## src/design/pbz_ram.sv

```systemverilog
// generic single write port ram with registered read
`timescale 1ns / 1ps
module pbz_ram #(
	parameter int WIDTH = 40,
	parameter int DEPTH = 64
) (
	input  logic                     clk,
	input  logic                     we,
	input  logic [$clog2(DEPTH)-1:0] waddr,
	input  logic [WIDTH-1:0]         wdata,
	input  logic [$clog2(DEPTH)-1:0] raddr,
	output logic [WIDTH-1:0]         rdata
);
	logic [WIDTH-1:0] mem [DEPTH];

	always_ff @(posedge clk) begin
		if (we) begin
			mem[waddr] <= wdata;
		end
		rdata <= mem[raddr];
	end
endmodule

```

## config.mk

```make
export PLATFORM = sky130hd
export DESIGN_NAME = pbz_ram
export DESIGN_NICKNAME = d
export VERILOG_FILES = /design/src/design/pbz_ram.sv
export SDC_FILE = /design/constraint.sdc
export NUM_CORES = 2
export LEC_CHECK = 0
export ABC_CLOCK_PERIOD_IN_PS = 4700
export BUFFER_PORTS_ARGS = -buffer_cell sky130_fd_sc_hd__buf_2
export CORE_UTILIZATION = 54
export DETAILED_ROUTE_END_ITERATION = 10
export GPL_TIMING_DRIVEN = 0
export PLACE_DENSITY = 0.7
export SLEW_MARGIN = 20
export SYNTH_ARGS = -nofsm -noshare
export SYNTH_HDL_FRONTEND = slang
export SYNTH_SLANG_ARGS = --single-unit
```

## constraint.sdc

```tcl
create_clock -name clk -period 4.7 [get_ports clk]
set_clock_uncertainty 0.15 [all_clocks]
set_input_delay 0.235 -clock clk [delete_from_list [all_inputs] [get_ports clk]]
set_output_delay 0.235 -clock clk [all_outputs]
set_load 0.05 [all_outputs]
```

==> metrics <==
status finished, final reports clean; DP Worst Slack approximately 0.42 ns; Yosys cell types 36; WP data required 5.33 ns; Yosys top cell area share 78.6%; DRT Wirelength around 270 mm; vias in the first global route 48900; Avg Cell Area, Syn 23.3 µm²; Post-DP HPWL 178 mm; Cells after Synth 4195; static leakage 35.9 nW; hold_ws 0.160 ns; post-route insts no fill 7298; Synth area leader edfxtp_1; HP Class in2reg; worst-path cell with the longest stage delay nor4_1; via/cell ratio 6.82; Tightest Pin Transition 1.39 ns; CTS tree done; sequential cell area fraction in the yosys report 79.4%; starting density of the core 54.6%; clk root buf clkbuf_16; global-route wire length before repair 377 mm; share of cells above drive strength 1 29.8%; Post-Syn Nets 4249; drt drc 0; DIE HEIGHT 428 µm; reg-to-reg critical path startpoint mem[7][9]; post-DR wirelength/cell 37.4 µm; IO buf count 85; HP Start we; Max Cap Violations 0; arrival time at the worst endpoint about 4.3 ns; power density cells 432 mW/mm²; most frequent cells after synthesis edfxtp_1 (2560), mux4_2 (608), o22ai_1 (143); Area contributors post-synth edfxtp_1 (79%), mux4_2 (14%), mux2i_1 (1.2%); clk sinks 2600; Synth Warn # 0; CP Launch Type primary input; EDFF count, synth 2560; vias 49800; FFs w/ async S/R, synth 0%; worst setup margin 1.01 ns; VDD IR max 0.000413 V; core area 0.179 mm²; final cycle utilization of the critical path 78.6%; All-Layer GR Usage 30.1%; crit path max fanout 10; #FFs+latches synth 2600; post-layout min period between 3 and 4 ns; TritonCTS buffer count 275; top cell family by delay on the critical path buffers and inverters; Routed Antenna Nets 0; Rel. slew slack 6.77%; Post-Syn Area 0.0978 mm²; Slew Limit Fails 0; largest net degree at the start of global routing 65; kind of critical path in2reg; Max clock buf depth 4; # nets final 4815; final hold violation count 0; grt ovf 0; CP Launch Point raddr[3]; RD Place Congestion 0.856; worst path buffer plus inverter count 4; Max Fclk about 270 MHz; CP endpoint kind flop; Skew-Pair Late Insertion Delay 0.93 ns; slowest stage delay, CP about 1.2 ns; Final Core Density between 60% and 70%; filler cell count approximately 11000; clk slew on worst S/H paths about 0.060 ns; count leader, synth edfxtp_1; 1st-iter DRT viols 8429; die area 0.183 mm²; Die W 428 µm; IO Pins 94; placed cells 6794; H-tree depth 5; worst-path cell chain buf_2 -> buf_2 -> nor2b_1 -> nand2b_1 -> clkbuf_1 -> clkbuf_1 -> o22ai_1 -> nor4_1 -> o22a_1; commonest register cell after synthesis edfxtp_1; setup-violating endpoint count in the final report 0; unrepaired setup endpoints after global routing false; area delta synth->final 16.7%; Rows 155; # resized after CTS 0; DRT Pass-1 Iters 6; initial antenna violation count 9
-- per-layer routing --
layer  vias to the layer above  wire (µm)  track usage, %
met5                         -         13               0
met4                         2      14600            14.2
li1                      19200          -               -
met1                     26300      97000            40.9
met3                       644      34200            7.76
met2                      3641     127000            46.2
-- layout make-up --
type / instances / area, µm² / area share, %
Clock inverter: 97 / 1030 / 0.902
Buffer: 238 / 1240 / 1.08
Multi-Input combinational cell: 1357 / 19500 / 17.1
Sequential cell: 2600 / 77700 / 68.0
Clock buffer: 353 / 7380 / 6.46
Antenna cell: 9 / 22.5 / 0.0197
Tap cell: 2355 / 2950 / 2.58
Timing Repair Buffer: 289 / 4370 / 3.83
-- through the flow --
step / TNS, ns / instance area (µm²) / power, mW
after floorplan: 0 / 97800 / 27.6
after global placement: -2184.51 / 101000 / 28.8
after detailed placement: 0 / 105000 / 28.9
after CTS: 0 / 114000 / 49.3
after global routing: 0 / 114000 / 50.3
final: 0 / 114000 / 49.3
-- cell usage in the layout (no fill, tap or decap), types with 12 or more instances in the layout --
master and count:
nor2_4 62, nor2_1 35, o221ai_1 42, mux4_2 608, dlygate4sd3_1 45, buf_4 97, a221oi_1 34, mux2_2 38
nor2b_1 16, nand2b_1 13, nor4_2 19, buf_2 137, clkinv_1 32, bufinv_16 21, buf_1 20, o22a_1 26
buf_16 72, clkbuf_1 143, mux2i_1 113, a22oi_1 18, nand2_1 19, nor4_1 15, clkbuf_16 280, a21oi_1 68
o21ai_1 14, clkinv_2 28, o22ai_1 143, buf_6 12, a22o_1 16, edfxtp_1 2560, dfxtp_1 40, buf_12 59
-- final timing paths --
| path | to | slack, ns | depth (start not counted) |
|---|---|---|---|
| worst max-delay path | rdata[9] | 1.01 | 9 |
| worst min-delay path | mem[48][3] | 0.16 | 4 |
| worst max register to register | rdata[9] | 2.10 | 4 |
| worst min register to register | rdata[20] | 0.72 | 4 |
-- report_power, final --
part,leakage (nW),switching [mW],internal (mW)
clock network,4.10,8.59,12.2
logic,8.44,1.91,0.897
registers,23.4,0.0494,25.7
total,35.9,10.5,38.7
-- what timing repair did --
action,in CTS,in global routing
hold endpoints to repair,1647,768
hold buffers,33,12
buffers inserted,0,0
-- cell families (layout without fill, tap and decap cells) --
family,count (synthesis),in the layout,synth area share [%]
AOI/OAI and AO/OA,383,383,2.68
DFF,2600,2600,79.4
and+or+nand+nor,215,215,1.08
buffers and inverters,238,977,1.27
other,0,9,0
muxes,759,759,15.6
-- worst register-to-register path, stage by stage, from the launching register on --
cell      delay [ns]
edfxtp_1        0.32
mux4_2          0.24
o22ai_1         0.20
nor4_1          1.22
o22a_1          0.37
-- flip-flops by register name, indices dropped and copies added, names as in the netlist --
name / cells
rdata: 40
mem: 2560
No activity file was read; power rests on OpenSTA's default activity.
