===== config.mk =====
export PLATFORM = sky130hd
export DESIGN_NAME = pbz_mac
export DESIGN_NICKNAME = d
export VERILOG_FILES = /design/src/design/pbz_pkg.sv /design/src/design/pbz_mac.sv
export SDC_FILE = /design/constraint.sdc
export NUM_CORES = 2
export LEC_CHECK = 0
export BUFFER_PORTS_ARGS = -buffer_cell sky130_fd_sc_hd__buf_4
export CAP_MARGIN = 20
export CORE_MARGIN = 2
export CORE_UTILIZATION = 65
export DETAILED_ROUTE_END_ITERATION = 8
export GPL_TIMING_DRIVEN = 0
export PLACE_DENSITY_LB_ADDON = 0.1
export SLEW_MARGIN = 20
export SYNTH_ARGS = -nofsm -noshare
export SYNTH_HDL_FRONTEND = slang
export SYNTH_SLANG_ARGS = --single-unit

===== constraint.sdc =====
create_clock -name clk -period 22.1 [get_ports clk]
set_input_delay 1.105 -clock clk [delete_from_list [all_inputs] [get_ports clk]]
set_output_delay 1.105 -clock clk [all_outputs]
set_load 0.02 [all_outputs]

===== src/design/pbz_pkg.sv =====
// shared constants, types and codes for the piecewise cubic bezier solver
`timescale 1ns / 1ps
package pbz_pkg;

	localparam int MAX_SEGMENTS = 16;
	localparam int FRAC_BITS    = 16;
	localparam int NEWTON_STEPS = 8;

	localparam int COORD_W     = 20;
	localparam int CNT_W       = 5;
	localparam int SEG_W       = (MAX_SEGMENTS > 1) ? $clog2(MAX_SEGMENTS) : 1;
	localparam int STORE_DEPTH = MAX_SEGMENTS * 4;
	localparam int ADDR_W      = SEG_W + 2;
	localparam int PT_W        = 2 * COORD_W;

	localparam int ONE_Q        = 1 << FRAC_BITS;
	localparam int T_LIMIT      = 8 << FRAC_BITS;
	localparam int EPS_Q        = (ONE_Q + 999) / 1000;
	localparam int DERIV_MIN    = (ONE_Q + 999999) / 1000000;
	localparam int BISECT_STEPS = FRAC_BITS + 2;

	// widths of the datapath
	localparam int TW     = FRAC_BITS + 5;
	localparam int CW     = COORD_W + 6;
	localparam int ACC_W  = 2 * COORD_W - 4;
	localparam int E_W    = ACC_W + 1;
	localparam int QBITS  = FRAC_BITS + 6;
	localparam int NUM_W  = E_W + FRAC_BITS;
	localparam int REM_W  = ACC_W + QBITS;
	localparam int NI_W   = $clog2(NEWTON_STEPS + 1);
	localparam int BI_W   = $clog2(BISECT_STEPS + 1);

	localparam logic CMD_WRITE = 1'b0;
	localparam logic CMD_EVAL  = 1'b1;

	typedef enum logic [1:0] {
		ST_OK      = 2'd0,
		ST_INVALID = 2'd1,
		ST_NOCONV  = 2'd2
	} status_t;

	typedef struct packed {
		logic             start;
		logic [NUM_W-1:0] num;
		logic [ACC_W-1:0] den;
	} div_req_t;

	typedef struct packed {
		logic             done;
		logic [QBITS-1:0] quo;
	} div_rsp_t;

endpackage


===== src/design/pbz_mac.sv =====
// shared multiply, floor shift and add unit with result register
`timescale 1ns / 1ps
module pbz_mac (
	input  logic                             clk,
	input  logic                             en,
	input  logic signed [pbz_pkg::ACC_W-1:0] op_a,
	input  logic signed [pbz_pkg::TW-1:0]    op_t,
	input  logic signed [pbz_pkg::ACC_W-1:0] addend,
	output logic signed [pbz_pkg::ACC_W-1:0] acc
);
	import pbz_pkg::*;

	logic signed [ACC_W+TW-1:0] prod;
	logic signed [ACC_W+TW-1:0] prod_sh;
	logic signed [ACC_W-1:0]    res;

	assign prod    = op_a * op_t;
	// arithmetic shift rounds toward minus infinity
	assign prod_sh = prod >>> FRAC_BITS;
	assign res     = $signed(prod_sh[ACC_W-1:0]) + addend;

	always_ff @(posedge clk) begin
		if (en) begin
			acc <= res;
		end
	end
endmodule


==> metrics.txt <==
status completed; largest net degree at the start of global routing 37; Largest regs acc: 36 flops; post-detailed-routing wire length 85,100 microns; period utilisation layout 55.6%; Worst Hold Class in2reg; max incr delay on CP 0.81 ns; Vias 21,200; largest area contributor in the netlist fa_1; # nets final 4,078; synthesized cell area 26,800 sq um; Max FO, Critical Path 10; Crit-path slowest cell clkbuf_1; vias in the first global route 22,600; dominant synthesized flop cell edfxtp_1; Synthesis Warnings 0; total CTS buffers 5; leading cell types by total area after synthesis fa_1 (52%), inv_1 (11%), ha_1 (7.8%), nand2_1 (7.1%), and2_1 (5.7%); Tightest Pin Transition 1.13 ns; total gr overflow 0; Syn Area/Cell 8.94 sq um; post-DP HPWL 71,300 microns; Final ANT Viol Nets 0; CTS tree done; Vias/cell 5.79; first-pass GRT wire length 131,000 microns; clk root buf clkbuf_16; EDFF count, synth 36; crit path time final 12.28 ns; Post-CTS Repair Setup Buffers 0; Hold Path Origin addend[0]; Post-Synth XOR/XNOR Area 2.74%; simple logic cell fraction of the synthesized area 15.3%; PostCTS Resize Cnt 0; clock tree buffer depth 2; flops & latches, synth 36; Starting Density 65.8%; syn_nets 3,957; DRC 0; Synth top cells by count inv_1 (798), fa_1 (696), nand2_1 (504), and2_1 (246), ha_1 (167); main combinational cell family by area after synthesis adder cells; max cap viols 0; final setup vio count 0; Iter 0 DRT Violations 1,928; GRT Overall Usage 41.0%; flip-flop count of the largest register after layout 36; cell mode on critical path fa_1; cell with the most instances after synthesis inv_1; Mapped Cells 2,999; Port Buf Inserts 114; Setup WS post-layout 9.82 ns; post-synthesis sequential area ratio 4.03%; adder-cell share of the synthesized area 59.8%; Worst-path clk slew 0.06 ns; # clock sinks 36; total die area 42,900 sq um; Data required, critical path 22.14 ns; Synth Area in Compound Gates 4.77%; Setup TNS 0 ns; hold depth 2; Worst setup EP type flop; Synth top area share 52.0%; row cnt 74; post-synthesis mux area share 0%; Worst Hold Endpoint acc[0]; Fin. Hold Viols 0; count of cell types in the netlist 70; critical path class in2reg; drt wl/cell 23.3 microns; WP data arrival 12.32 ns; Slew Viols, Final 0; hold_buf cts 0; slew margin rel. 24.6%; most flop-heavy register acc; First-pass DRT Iterations 8; CP Launch Type input port; fmax 81.4 MHz; H-tree depth 2; Die Ht 207 microns; ys async rst share 0%; layout cells sized above 1 4.65%; CORE AREA 40,700 sq um; initial antenna violation count 7; I/O pins 131; P&R area growth vs syn 6.35%; unrepaired setup endpoints after global routing false; Die X 207 microns; dpl ws 9.78 ns; Final Wtd Congestion 1.06
==> how the worst max path moves through the flow <==
| stage | to | start | slack (ns) | depth (start not counted) |
|---|---|---|---|---|
| 3_5_place_dp | acc[35] | op_t[10] | 9.78 | 37 |
| 6_report | acc[35] | op_t[11] | 9.82 | 37 |
| 3_3_place_gp | acc[35] | op_t[10] | 9.96 | 37 |
| 5_1_grt | acc[35] | op_t[10] | 9.66 | 37 |
| 2_1_floorplan | acc[35] | op_t[9] | 12.05 | 35 |
| 4_1_cts | acc[35] | op_t[10] | 10.08 | 37 |
==> layout by cell type, fill, tap and decap left out, types with 4 or more instances in the layout <==
cell type and count:
nor2b_1 12, xnor2_1 66, a2111oi_0 4, clkbuf_1 149, o211ai_1 4, clkbuf_16 5
xor2_1 18, fa_1 696, o21ai_0 29, nand4_1 6, buf_4 115, ha_1 167
nor3_1 10, nand3_1 10, inv_1 798, o21bai_1 5, diode_2 5, nor2_1 54
a31oi_1 5, o21a_1 12, edfxtp_1 36, a21oi_1 55, and3_1 9, nand2_1 504
a21o_1 27, and2_1 246, nand2b_1 15
==> cell families (layout without fill, tap and decap cells) <==
kind of cell	Yosys count	in the layout
AO/OA/AOI/OAI	185	185
XOR/XNOR	84	84
adder cells (fa/ha/maj)	863	863
buffers and inverters	952	1074
flip-flops	36	36
other	0	5
AND/OR/NAND/NOR	879	879
==> per-layer routing <==
| metal | share of wire, % | routed length, microns | track usage (%) | vias to the layer above |
|---|---|---|---|---|
| met2 | 45 | 38200 | 63.3 | 1356 |
| li1 | - | - | - | 8847 |
| met3 | 12 | 10200 | 11.3 | 319 |
| met4 | 7.1 | 6010 | 21.9 | 0 |
| met1 | 36 | 30800 | 53.1 | 10700 |
| met5 | 0 | 0 | 0 | - |
==> worst max-delay path: cells and delay by family <==
family | cells | cell delay, ns
AND/OR/NAND/NOR | 6 | 1.20
XOR/XNOR | 2 | 0.33
buffers and inverters | 8 | 1.94
adder cells (fa/ha/maj) | 9 | 4.37
AO/OA/AOI/OAI | 12 | 3.35
==> stage by stage <==
| step | utilization [%] | hold WS [ns] | std cells | instance area [sq um] |
|---|---|---|---|---|
| after detailed placement | 69.5 | 1.42 | 3645 | 28300 |
| after floorplan | - | 1.22 | 2999 | 26800 |
| after global placement | 69.5 | 1.42 | 3645 | 28300 |
| after global routing | 70.0 | 1.12 | 3657 | 28500 |
| after CTS | 70.0 | 1.11 | 3653 | 28500 |
| final | 70.0 | 1.12 | 3658 | 28500 |
==> cell type report <==
type / count / area (sq um)
buffer: 154 / 584
sequential: 36 / 1080
timing repair buffer: 114 / 856
clock inverter: 3 / 42.5
clock buffer: 5 / 125
tap: 532 / 666
fill: 3361 / 12200
antenna: 5 / 12.5
multi-input combinational: 2011 / 22100
inverter: 798 / 3000
Power is left out: the tool's default activity adds up to more than one toggle a clock period on the data nets, which glitch-free logic cannot reach.
