<file path="config.mk">
export PLATFORM = sky130hd
export DESIGN_NAME = pbz_div
export DESIGN_NICKNAME = d
export VERILOG_FILES = /design/src/design/pbz_pkg.sv /design/src/design/pbz_div.sv
export SDC_FILE = /design/constraint.sdc
export NUM_CORES = 1
export LEC_CHECK = 0
export ABC_CLOCK_PERIOD_IN_PS = 4400
export CORE_MARGIN = 2
export CORE_UTILIZATION = 45
export CTS_CLUSTER_SIZE = 20
export DETAILED_ROUTE_END_ITERATION = 8
export DONT_BUFFER_PORTS = 1
export GPL_ROUTABILITY_DRIVEN = 1
export SLEW_MARGIN = 20
export SYNTH_ARGS = -nofsm -noshare
export SYNTH_HDL_FRONTEND = slang
export SYNTH_SLANG_ARGS = --single-unit
</file>
<file path="constraint.sdc">
create_clock -name clk -period 4.4 [get_ports clk]
set_clock_uncertainty 0.15 [all_clocks]
set_input_delay 1.32 -clock clk [delete_from_list [all_inputs] [get_ports clk]]
set_output_delay 1.32 -clock clk [all_outputs]
set_load 0.01 [all_outputs]
</file>
<file path="src/design/pbz_pkg.sv">
// shared constants, types and codes for the piecewise cubic bezier solver
`timescale 1ns / 1ps
package pbz_pkg;

	localparam int MAX_SEGMENTS = 16;
	localparam int FRAC_BITS    = 16;
	localparam int NEWTON_STEPS = 8;

	localparam int COORD_W     = 20;
	localparam int CNT_W       = 5;
	localparam int SEG_W       = (MAX_SEGMENTS > 1) ? $clog2(MAX_SEGMENTS) : 1;
	localparam int STORE_DEPTH = MAX_SEGMENTS * 4;
	localparam int ADDR_W      = SEG_W + 2;
	localparam int PT_W        = 2 * COORD_W;

	localparam int ONE_Q        = 1 << FRAC_BITS;
	localparam int T_LIMIT      = 8 << FRAC_BITS;
	localparam int EPS_Q        = (ONE_Q + 999) / 1000;
	localparam int DERIV_MIN    = (ONE_Q + 999999) / 1000000;
	localparam int BISECT_STEPS = FRAC_BITS + 2;

	// widths of the datapath
	localparam int TW     = FRAC_BITS + 5;
	localparam int CW     = COORD_W + 6;
	localparam int ACC_W  = 2 * COORD_W - 4;
	localparam int E_W    = ACC_W + 1;
	localparam int QBITS  = FRAC_BITS + 6;
	localparam int NUM_W  = E_W + FRAC_BITS;
	localparam int REM_W  = ACC_W + QBITS;
	localparam int NI_W   = $clog2(NEWTON_STEPS + 1);
	localparam int BI_W   = $clog2(BISECT_STEPS + 1);

	localparam logic CMD_WRITE = 1'b0;
	localparam logic CMD_EVAL  = 1'b1;

	typedef enum logic [1:0] {
		ST_OK      = 2'd0,
		ST_INVALID = 2'd1,
		ST_NOCONV  = 2'd2
	} status_t;

	typedef struct packed {
		logic             start;
		logic [NUM_W-1:0] num;
		logic [ACC_W-1:0] den;
	} div_req_t;

	typedef struct packed {
		logic             done;
		logic [QBITS-1:0] quo;
	} div_rsp_t;

endpackage

</file>
<file path="src/design/pbz_div.sv">
// restoring divider, one quotient bit per cycle
`timescale 1ns / 1ps
module pbz_div (
	input  logic              clk,
	input  logic              arst_n,
	input  pbz_pkg::div_req_t req,
	output pbz_pkg::div_rsp_t rsp
);
	import pbz_pkg::*;

	localparam int CNTW = $clog2(QBITS);

	logic             busy_q;
	logic             done_q;
	logic [CNTW-1:0]  cnt_q;
	logic [REM_W-1:0] rem_q;
	logic [REM_W-1:0] dsh_q;
	logic [QBITS-1:0] quo_q;
	logic             ge;

	assign ge = rem_q >= dsh_q;

	always_ff @(posedge clk or negedge arst_n) begin
		if (!arst_n) begin
			busy_q <= 1'b0;
			done_q <= 1'b0;
			cnt_q  <= '0;
		end else begin
			done_q <= 1'b0;
			if (req.start) begin
				busy_q <= 1'b1;
				cnt_q  <= CNTW'(QBITS - 1);
			end else if (busy_q) begin
				cnt_q <= cnt_q - 1'b1;
				if (cnt_q == '0) begin
					busy_q <= 1'b0;
					done_q <= 1'b1;
				end
			end
		end
	end

	always_ff @(posedge clk) begin
		if (req.start) begin
			rem_q <= REM_W'(req.num);
			dsh_q <= REM_W'(req.den) << (QBITS - 1);
		end else if (busy_q) begin
			if (ge) begin
				rem_q <= rem_q - dsh_q;
			end
			quo_q <= {quo_q[QBITS-2:0], ge};
			dsh_q <= dsh_q >> 1;
		end
	end

	assign rsp.done = done_q;
	assign rsp.quo  = quo_q;

	always_ff @(posedge clk) begin
		assert property (disable iff (!arst_n) req.start |=> busy_q)
			else $error("divider did not start");
		assert property (disable iff (!arst_n) done_q |-> !busy_q)
			else $error("divider done while busy");
		assert property (disable iff (!arst_n) busy_q |-> !req.start)
			else $error("divider restarted while busy");
	end
endmodule

</file>
==> flow_metrics.tcl, run 1 <==
set metrics [dict create \
    endpoint_kind "flop" \
    internal-power_mw 4.29 \
    worstHoldPathCells 2 \
    p_sw_mw 3.19 \
    irDropWorstVdd_mv 0.279 \
    power_frac_comb_pct 52.1 \
    cts.clk_slew.worst_paths_ns 0.07 \
    cts.sinks 144 \
    path_class "reg2reg" \
    min_from "rem_q[56]" \
    arrival_ns 3.67 \
    holdWs_ns 0.340 \
    cp-startpoint "dsh_q[15]" \
    worst_hold_path.endpoint "rem_q[56]" \
    wl_mm 23.5 \
    drive_gt1_share_pct 6.99 \
    final_cells 1320 \
    clock.fmax_mhz 271 \
    synth.yosys.seq_area_share_pct 42.2 \
    postCtsSetupBuffers 0 \
    syn_nets 1221 \
    postCtsResizedCells 0 \
    dpl.hpwl_mm 16.9 \
    slew_violations 0 \
    required_ns 4.37 \
    p_seq_share_pct 28.1 \
    synth_area_um2 9540 \
    async_reset_ff_share_pct 4.86 \
    wl_per_cell_um 17.8 \
    holdBufCountCts 0 \
    antenna_found_initial 0 \
    die_x_um 150 \
    grt_pass1_vias 7279 \
    area_growth_syn_to_layout_pct 7.83 \
    setup_tns_ns 0 \
    yosys_warnings 0 \
    io_pins 115 \
    status "complete, no violations" \
    numPortBuffers 0 \
    cp_max_fo 11 \
    rows 53 \
    finalNetCount 1184 \
    startpoint_type "flop" \
    clockBufferDepth 2 \
    cts_root_buf "clkbuf_16" \
    synthCells 1069 \
    dieArea_um2 22400 \
    grt_max_degree 191 \
    grt_usage_pct 21.2 \
    clkPwrFrac_pct 19.8 \
    clock_latency_ns 0.43 \
    die_height_um 150 \
    timing.rr.start "dsh_q[15]" \
    fillCellCount 2019 \
    rr_worst_depth 10 \
    period_share_pct 84.0 \
    coreArea_um2 20900 \
    fin_crit_ns 3.70 \
    setup_viol 0 \
    tightest_slew_ns 0.992 \
    start_util_pct 45.7 \
    powerDensity_nw_per_um2 727 \
    relSlewSlack_pct 33.9 \
    numCtsBuffers 17 \
    gp_congestion 0.872 \
    rsz0062_at_grt "false" \
    synth_edf_count 111 \
    placed_cells 1288 \
    holdCritPathClass "reg2reg" \
    viasPerCell 5.78 \
    synth-seq-cells 144 \
    cts_tree "done" \
    drtAntennaViolNets 0 \
    r2r_slack_ns 0.70 \
    p_sw_share_pct 42.6 \
    final_hold_viol_count 0 \
    htree_levels 4 \
    first_pass_iters 7 \
    grt_first_pass_wirelength_mm 37.4 \
    maxCapViolations 0 \
    synth_top_flop_cell "edfxtp_1" \
    syn_area_per_cell_um2 8.93 \
    overflow 0 \
    drcViolationCount 0 \
    synth_cell_types 77 \
    drt_iter0_drc 547 \
    num_antenna_cells 0 \
    p_leak_nw 4.20 \
    num_vias 7624 \
    worstReg2RegEnd "rem_q[1]" \
]
-- cell families (layout without fill, tap and decap cells) --
group,count (synthesis),count (layout),synth area share (%)
fa+ha+maj,60,60,7.94
buf+inv,143,119,5.96
xor+xnor,43,43,3.95
mux,28,28,3.05
flops,144,144,42.2
simple gates,351,351,16.8
compound gates,300,300,20.1
-- placed cells by master, fill, tap and decap left out, types with 5 or more instances in the layout --
cell type,synthesis,final
and2_1,8,8
xor2_1,17,17
a211oi_1,9,9
ha_1,59,59
or2_2,10,10
dfrtp_1,7,6
a311oi_1,5,5
a21o_1,19,19
o21ai_0,103,103
xnor2_1,26,26
nand4_1,25,25
a31oi_1,9,9
buf_4,5,5
mux2_2,5,5
inv_6,0,5
and4_1,5,5
o211ai_1,6,6
mux2i_1,22,22
nand2_1,173,173
clkbuf_16,0,17
o21a_1,12,12
inv_1,80,80
edfxtp_1,111,111
dfxtp_1,26,26
a21oi_1,69,69
o21bai_1,16,16
nand3_1,19,19
nor2_1,62,62
nor3_1,19,19
-- layout make-up --
type / count / area [um^2] / area share (%)
multi-input combinational: 782 / 4950 / 48.1
clock inverter: 15 / 165 / 1.60
tap: 275 / 344 / 3.34
sequential: 144 / 4030 / 39.2
inverter: 80 / 300 / 2.92
timing repair buffer: 7 / 77.6 / 0.754
clock buffer: 17 / 425 / 4.13
-- flip-flops by register name (all words and copies together), names as in the netlist --
| name | cells |
|---|---|
| busy_q | 1 |
| cnt_q | 5 |
| done_q | 1 |
| dsh_q | 57 |
| quo_q | 22 |
| rem_q | 58 |
-- worst max-delay path, cell delays in order (launching register included) --
cell      delay [ns]
dfxtp_1         0.35
inv_1           0.05
ha_1            0.44
nand4_1         0.21
nor3_1          0.19
nor3b_1         0.42
o211ai_1        0.25
a21bo_2         0.29
o31ai_4         0.40
or2_2           0.37
buf_4           0.27
-- metrics by stage --
stage | worst slack, ns | total power, mW | utilization (%) | cell area, um^2
after floorplan | 0.975 | 5.08 | - | 9540
after global placement | 0.753 | 5.93 | 46.4 | 9700
after detailed placement | 0.714 | 5.94 | 46.4 | 9700
after CTS | 0.697 | 7.47 | 49.3 | 10300
after global routing | 0.434 | 8.01 | 49.3 | 10300
final | 0.703 | 7.48 | 49.3 | 10300
-- cells in the mapped netlist (all sizes together) (4+ instances only) --
master / n / share of area, %
nand2: 173 / 6.8
edfxtp: 111 / 35
o21ai: 103 / 5.4
inv: 80 / 3.1
a21oi: 69 / 3.6
nor2: 62 / 2.4
ha: 59 / 7.7
clkbuf: 47 / 1.9
dfxtp: 26 / 5.5
nand4: 26 / 1.8
xnor2: 26 / 2.4
mux2i: 22 / 2.3
a21o: 20 / 1.6
nand3: 19 / 1.0
nor3: 19 / 1.0
xor2: 17 / 1.6
buf: 16 / 0.93
o21bai: 16 / 1.3
o21a: 12 / 0.94
a211oi: 10 / 0.84
or2: 10 / 0.66
a31oi: 9 / 0.59
and2: 8 / 0.52
dfrtp: 7 / 1.8
mux2: 6 / 0.75
o211ai: 6 / 0.47
o31ai: 6 / 0.67
a311oi: 5 / 0.46
and4: 5 / 0.46
nor2b: 5 / 0.33
and3: 4 / 0.26
nor4: 4 / 0.26
or3: 4 / 0.26
-- layer usage --
metal	part of all wire [%]	track usage, %	vias to the layer above
met1	48	29.8	3597
met5	0	0	-
li1	-	-	3775
met2	45	33.6	223
met4	1.4	5.52	0
met3	5.9	3.90	29
-- worst max path at each step --
stage / to / slack, ns / depth (start not counted)
after floorplan: rem_q[0] / 0.97 / 9
after global routing: rem_q[1] / 0.43 / 10
after global placement: rem_q[11] / 0.75 / 10
final: rem_q[1] / 0.70 / 10
after detailed placement: rem_q[11] / 0.71 / 12
after CTS: rem_q[1] / 0.70 / 12
-- power groups by stage --
stage               clock, mW  sequential [mW]  combinational [mW]
global placement            0             2.11                3.82
floorplan                   0             2.09                2.99
CTS                      1.51             2.10                3.86
finish                   1.48             2.10                3.90
detailed placement          0             2.13                3.81
global route             1.56             2.14                4.32
Power figures use the tool's default switching activity.
==> inputs of run 2 (changes only) <==
--- a/config.mk
+++ b/config.mk
@@ -5,7 +5,7 @@
 export SDC_FILE = /design/constraint.sdc
 export NUM_CORES = 1
 export LEC_CHECK = 0
-export ABC_CLOCK_PERIOD_IN_PS = 4400
+export ABC_CLOCK_PERIOD_IN_PS = 3420
 export CORE_MARGIN = 2
 export CORE_UTILIZATION = 45
 export CTS_CLUSTER_SIZE = 20
==> constraint.sdc (replaced) <==
create_clock -name clk -period 3.42 [get_ports clk]
set_clock_uncertainty 0.15 [all_clocks]
set_input_delay 1.026 -clock clk [delete_from_list [all_inputs] [get_ports clk]]
set_output_delay 1.026 -clock clk [all_outputs]
set_load 0.01 [all_outputs]
==> flow_metrics.tcl, run 2 (synthesized netlist as in run 1, its figures left out) <==
set metrics [dict create \
    dieArea_um2 22400 \
    timing.rr.start "rem_q[14]" \
    p_sw_mw 4.26 \
    grt_usage_pct 21.6 \
    drtAntennaViolNets 0 \
    antenna_found_initial 0 \
    clkPwrFrac_pct 18.8 \
    fin_crit_ns 3.32 \
    io_pins 115 \
    numCtsBuffers 17 \
    p_seq_share_pct 26.9 \
    worstReg2RegEnd "rem_q[57]" \
    worstPathCellList "ha_2, nand2_1, or4_1, a211oi_2, o31a_2, o31ai_4, o2111a_1, o311a_1, mux2_4" \
    grt_max_degree 191 \
    path_buf_inv 0 \
    overflow 0 \
    fin_util_pct 51.5 \
    dpl.hpwl_mm 17.4 \
    power_frac_comb_pct 54.3 \
    final_cell_mix "nand2_1 (173), edfxtp_1 (111), o21ai_0 (103)" \
    cts.clk_slew.worst_paths_ns 0.07 \
    cts_root_buf "clkbuf_16" \
    rr_worst_depth 9 \
    area_growth_syn_to_layout_pct 12.6 \
    reg_top3 "rem_q x58, dsh_q x57, quo_q x22" \
    clock.fmax_mhz 302 \
    p_leak_nw 4.40 \
    cts_tree "done" \
    viasPerCell 5.68 \
    num_antenna_cells 0 \
    setup_viol 0 \
    rows 53 \
    arrival_ns 3.48 \
    first_pass_iters 5 \
    powerDensity_nw_per_um2 945 \
    path_class "reg2reg" \
    cts.sinks 144 \
    startpoint_type "flop" \
    internal-power_mw 5.90 \
    drcViolationCount 0 \
    htree_levels 4 \
    numPortBuffers 0 \
    gp_congestion 0.889 \
    period_share_pct 97.0 \
    finalNetCount 1222 \
    slew_violations 0 \
    drive_gt1_share_pct 11.9 \
    r2r_slack_ns 0.10 \
    irDropWorstVdd_mv 0.425 \
    die_height_um 150 \
    clockBufferDepth 2 \
    grt_first_pass_wirelength_mm 38.2 \
    cpMaxStageDelayCell "or4_1" \
    endpoint_kind "flop" \
    tightest_slew_ns 0.558 \
    largest_reg_flops 58 \
    relSlewSlack_pct 62.8 \
    coreArea_um2 20900 \
    top_register "rem_q" \
    cp_top_family "compound AO/OA/AOI/OAI gates" \
    setup_tns_ns 0 \
    status "complete, no violations" \
    final_common_cell "nand2_1" \
    required_ns 3.59 \
    p_sw_share_pct 41.9 \
    maxCapViolations 0 \
    grt_pass1_vias 7502 \
    clock_latency_ns 0.43 \
    start_util_pct 45.7 \
    wl_mm 24.0 \
    die_x_um 150 \
    slowest_delay_ns 0.55 \
    holdCritPathClass "in2async" \
    cp_max_fo 5 \
    wl_per_cell_um 17.7 \
    drt_iter0_drc 494 \
    num_vias 7716 \
    final_hold_viol_count 0 \
]
-- run 2: changes by cell type in the layout (fill, tap and decap cells not counted), moves of 2 or more --
cell      change
a31oi_1       -2
a31oi_2       +2
buf_4        +37
clkinv_4      -2
ha_1          -9
ha_2          +2
ha_4          +7
inv_6         +2
-- run 2: cell type report --
type	count	area, um^2
clock buffers	17	425
clock inverters	15	165
fillers	1964	10100
inverters	80	300
multi-input cells	782	5110
flip-flops and latches	144	4030
well taps	275	344
repair buffers	45	375
-- run 2: power groups by stage --
stage          registers (mW)  logic [mW]  clock network, mW
6_report                 2.73        5.52               1.91
3_5_place_dp             2.74        5.24                  0
2_1_floorplan            2.69        3.85                  0
3_3_place_gp             2.73        5.23                  0
5_1_grt                  2.78        6.11               2.01
4_1_cts                  2.71        5.30               1.95
-- run 2: per-layer routing --
layer | vias to the layer above | GRT usage (%) | part of all wire, %
met5 | - | 0 | 0
met4 | 0 | 6.24 | 1.5
met3 | 28 | 4.33 | 5.5
met2 | 233 | 33.2 | 44
met1 | 3607 | 30.8 | 49
li1 | 3848 | - | -
-- run 2: worst max-delay path by stage --
stage                           end  startpoint  cells after the start
after floorplan            rem_q[0]   rem_q[35]                      9
after global routing      rem_q[36]    rem_q[0]                     13
after detailed placement  rem_q[49]   rem_q[16]                      9
final                     rem_q[57]   rem_q[14]                      9
after CTS                 rem_q[40]    rem_q[0]                     13
after global placement    rem_q[49]   rem_q[16]                      9
-- run 2: through the flow --
step	setup WS [ns]	hold slack, ns	total power [mW]	cells	cell area, um^2
2_1_floorplan	0.245	0.301	6.54	1069	9550
3_3_place_gp	0.0841	0.320	7.96	1325	9990
3_5_place_dp	-0.0183	0.325	7.98	1325	9990
4_1_cts	0.0405	0.122	9.96	1357	10600
5_1_grt	-0.00237	0.115	10.9	1358	10800
6_report	0.104	0.137	10.2	1358	10800
-- run 2: what timing repair did --
action / 4_1_cts / 5_1_grt
buffers inserted: 0 / 1
cloned: 0 / 0
gates resized for setup: 1 / 24
pin swaps: 0 / 3
hold buffers: 0 / 0
setup endpoints to repair: 3 / 69
==> inputs of run 3 (changes only) <==
--- a/config.mk
+++ b/config.mk
@@ -5,6 +5,7 @@
 export SDC_FILE = /design/constraint.sdc
 export NUM_CORES = 1
 export LEC_CHECK = 0
+export ABC_AREA = 1
 export ABC_CLOCK_PERIOD_IN_PS = 3420
 export CORE_MARGIN = 2
 export CORE_UTILIZATION = 45
==> flow_metrics.tcl, run 3 <==
set metrics [dict create \
    status "complete, no violations" \
    postCtsSetupBuffers 0 \
    first_pass_iters 5 \
    synth.yosys.seq_area_share_pct 38.0 \
    area_growth_syn_to_layout_pct 9.44 \
    grt_usage_pct 25.8 \
    numPortBuffers 0 \
    gp_congestion 0.939 \
    arrival_ns 3.07 \
    setup_tns_ns 0 \
    rr_worst_depth 15 \
    power_frac_comb_pct 56.8 \
    multi_input_area_um2 5340 \
    p_leak_nw 5.85 \
    clock.fmax_mhz 331 \
    largest_reg_flops 58 \
    ff_latch_area_um2 4030 \
    yosys.area.top_type "edfxtp_1" \
    p_sw_share_pct 48.4 \
    worstReg2RegEnd "rem_q[38]" \
    p_sw_mw 5.27 \
    drcViolationCount 0 \
    rsz0062_at_grt "false" \
    cts_tree "done" \
    endpoint_kind "flop" \
    slew_violations 0 \
    final_common_cell "nand2_1" \
    grt_pass1_vias 8814 \
    cts_root_buf "clkbuf_16" \
    timing.rr.start "rem_q[0]" \
    viasPerCell 5.00 \
    wl_mm 31.2 \
    dieArea_um2 24800 \
    synth_cell_types 44 \
    syn_nets 1703 \
    internal-power_mw 5.62 \
    wl_per_cell_um 16.6 \
    grt_first_pass_wirelength_mm 48.2 \
    relSlewSlack_pct 59.4 \
    period_share_pct 88.3 \
    ys_top_cells_by_area "edfxtp_1 (31%), nand2_1 (20%), inv_1 (10%)" \
    reg_top3 "rem_q x58, dsh_q x57, quo_q x22" \
    die_x_um 158 \
    fin_util_pct 49.8 \
    start_util_pct 45.5 \
    cp_max_fo 4 \
    irDropWorstVdd_mv 0.345 \
    postCtsResizedCells 0 \
    final_cell_mix "nand2_1 (562), inv_1 (287), edfxtp_1 (111)" \
    async_reset_ff_share_pct 4.86 \
    cts.sinks 144 \
    p_seq_share_pct 24.4 \
    drtAntennaViolNets 0 \
    r2r_slack_ns 0.40 \
    die_height_um 158 \
    clkPwrFrac_pct 18.8 \
    synth_area_um2 10600 \
    holdCritPathClass "in2async" \
    htree_levels 4 \
    holdBufCountCts 0 \
    yosysMostFrequentCell "nand2_1" \
    yosys_warnings 0 \
    rows 56 \
    post_synth_most_frequent_cells "nand2_1 (563), inv_1 (288), edfxtp_1 (111)" \
    clockBufferDepth 2 \
    maxCapViolations 0 \
    fin_crit_ns 3.02 \
    num_antenna_cells 0 \
    top_register "rem_q" \
    required_ns 3.47 \
    antenna_found_initial 0 \
    yosys.area.top_type_share_pct 31.4 \
    numCtsBuffers 17 \
    synthCells 1551 \
    synth_edf_count 111 \
    clock_latency_ns 0.44 \
    path_class "reg2reg" \
    num_vias 9427 \
    cts.clk_slew.worst_paths_ns 0.07 \
    syn_area_per_cell_um2 6.84 \
    tightest_slew_ns 0.609 \
    drive_gt1_share_pct 6.83 \
    startpoint_type "flop" \
    setup_viol 0 \
    synth_top_flop_cell "edfxtp_1" \
    dpl.hpwl_mm 24.8 \
    coreArea_um2 23300 \
    grt_max_degree 115 \
    powerDensity_nw_per_um2 938 \
    synth-seq-cells 144 \
    drt_iter0_drc 653 \
    overflow 0 \
    finalNetCount 1705 \
    io_pins 115 \
    fillCellCount 2452 \
    final_hold_viol_count 0 \
]
[run 3: changes by cell type after synthesis, moves of 23 or more]
| cell | delta |
|---|---|
| nand3_1 | +65 |
| inv_1 | +208 |
| nor2_1 | +34 |
| o21ai_0 | -44 |
| nand2_1 | +390 |
| clkbuf_1 | -23 |
[run 3: area by class of cell]
cell class              instances  area share (%)
repair buffers                  8           0.625
inverters                     305            9.86
multi-input cells            1077            46.0
clock buffers                  17            3.66
flip-flops and latches        144            34.7
well taps                     319            3.44
clock inverters                15            1.70
[run 3: per-stage QoR]
step / worst slack [ns] / hold WS, ns / instance area (um^2) / power [mW] / cells
after detailed placement: 0.438 / 0.316 / 11000 / 8.81 / 1853
after floorplan: 0.0816 / 0.282 / 10600 / 7.11 / 1551
after global routing: 0.185 / 0.112 / 11600 / 11.8 / 1885
after CTS: 0.401 / 0.116 / 11600 / 10.9 / 1885
after global placement: 0.478 / 0.297 / 11000 / 8.78 / 1853
final: 0.400 / 0.129 / 11600 / 10.9 / 1885
[run 3: worst max-delay path by stage]
stage	cells past startpoint	slack, ns	to	from
floorplan	12	0.08	rem_q[0]	rem_q[0]
global placement	15	0.48	rem_q[38]	rem_q[0]
detailed placement	15	0.44	rem_q[38]	rem_q[0]
CTS	15	0.40	rem_q[38]	rem_q[0]
global route	15	0.19	rem_q[38]	rem_q[0]
finish	15	0.40	rem_q[38]	rem_q[0]
[run 3: critical path: stages, from the launching register on]
cell      delay [ns]
edfxtp_1        0.37
inv_1           0.08
ha_1            0.18
inv_1           0.09
fa_1            0.45
nand3_1         0.11
nand3_1         0.19
nand2_1         0.11
nand2_1         0.12
nand2_1         0.09
nand3_1         0.26
nand2_1         0.14
nand2_1         0.15
xor2_1          0.17
nand2_1         0.07
nand2_1         0.05
[run 3: cell families (layout without fill, tap and decap cells)]
| kind of cell | after synthesis | after routing | share of synthesized area, % |
|---|---|---|---|
| buffers and inverters | 330 | 345 | 11.7 |
| DFF | 144 | 144 | 38.0 |
| xor gates and xnor gates | 21 | 21 | 1.73 |
| and+or+nand+nor | 822 | 822 | 32.4 |
| AOI/OAI and AO/OA | 174 | 174 | 8.98 |
| adders and majority gates | 60 | 60 | 7.15 |
[run 3: power groups by stage]
stage | clock network, mW | registers [mW] | logic (mW)
after CTS | 2.06 | 2.66 | 6.15
after global placement | 0 | 2.68 | 6.10
after global routing | 2.13 | 2.71 | 6.99
after floorplan | 0 | 2.66 | 4.45
final | 2.05 | 2.66 | 6.19
after detailed placement | 0 | 2.70 | 6.11
[run 3: metal layers]
| layer | GRT usage (%) | up-vias | routed length (um) |
|---|---|---|---|
| met5 | 0 | - | 0 |
| met4 | 6.49 | 0 | 497 |
| met3 | 4.63 | 30 | 2010 |
| met2 | 40.0 | 247 | 13500 |
| met1 | 37.3 | 4278 | 15200 |
| li1 | - | 4872 | - |
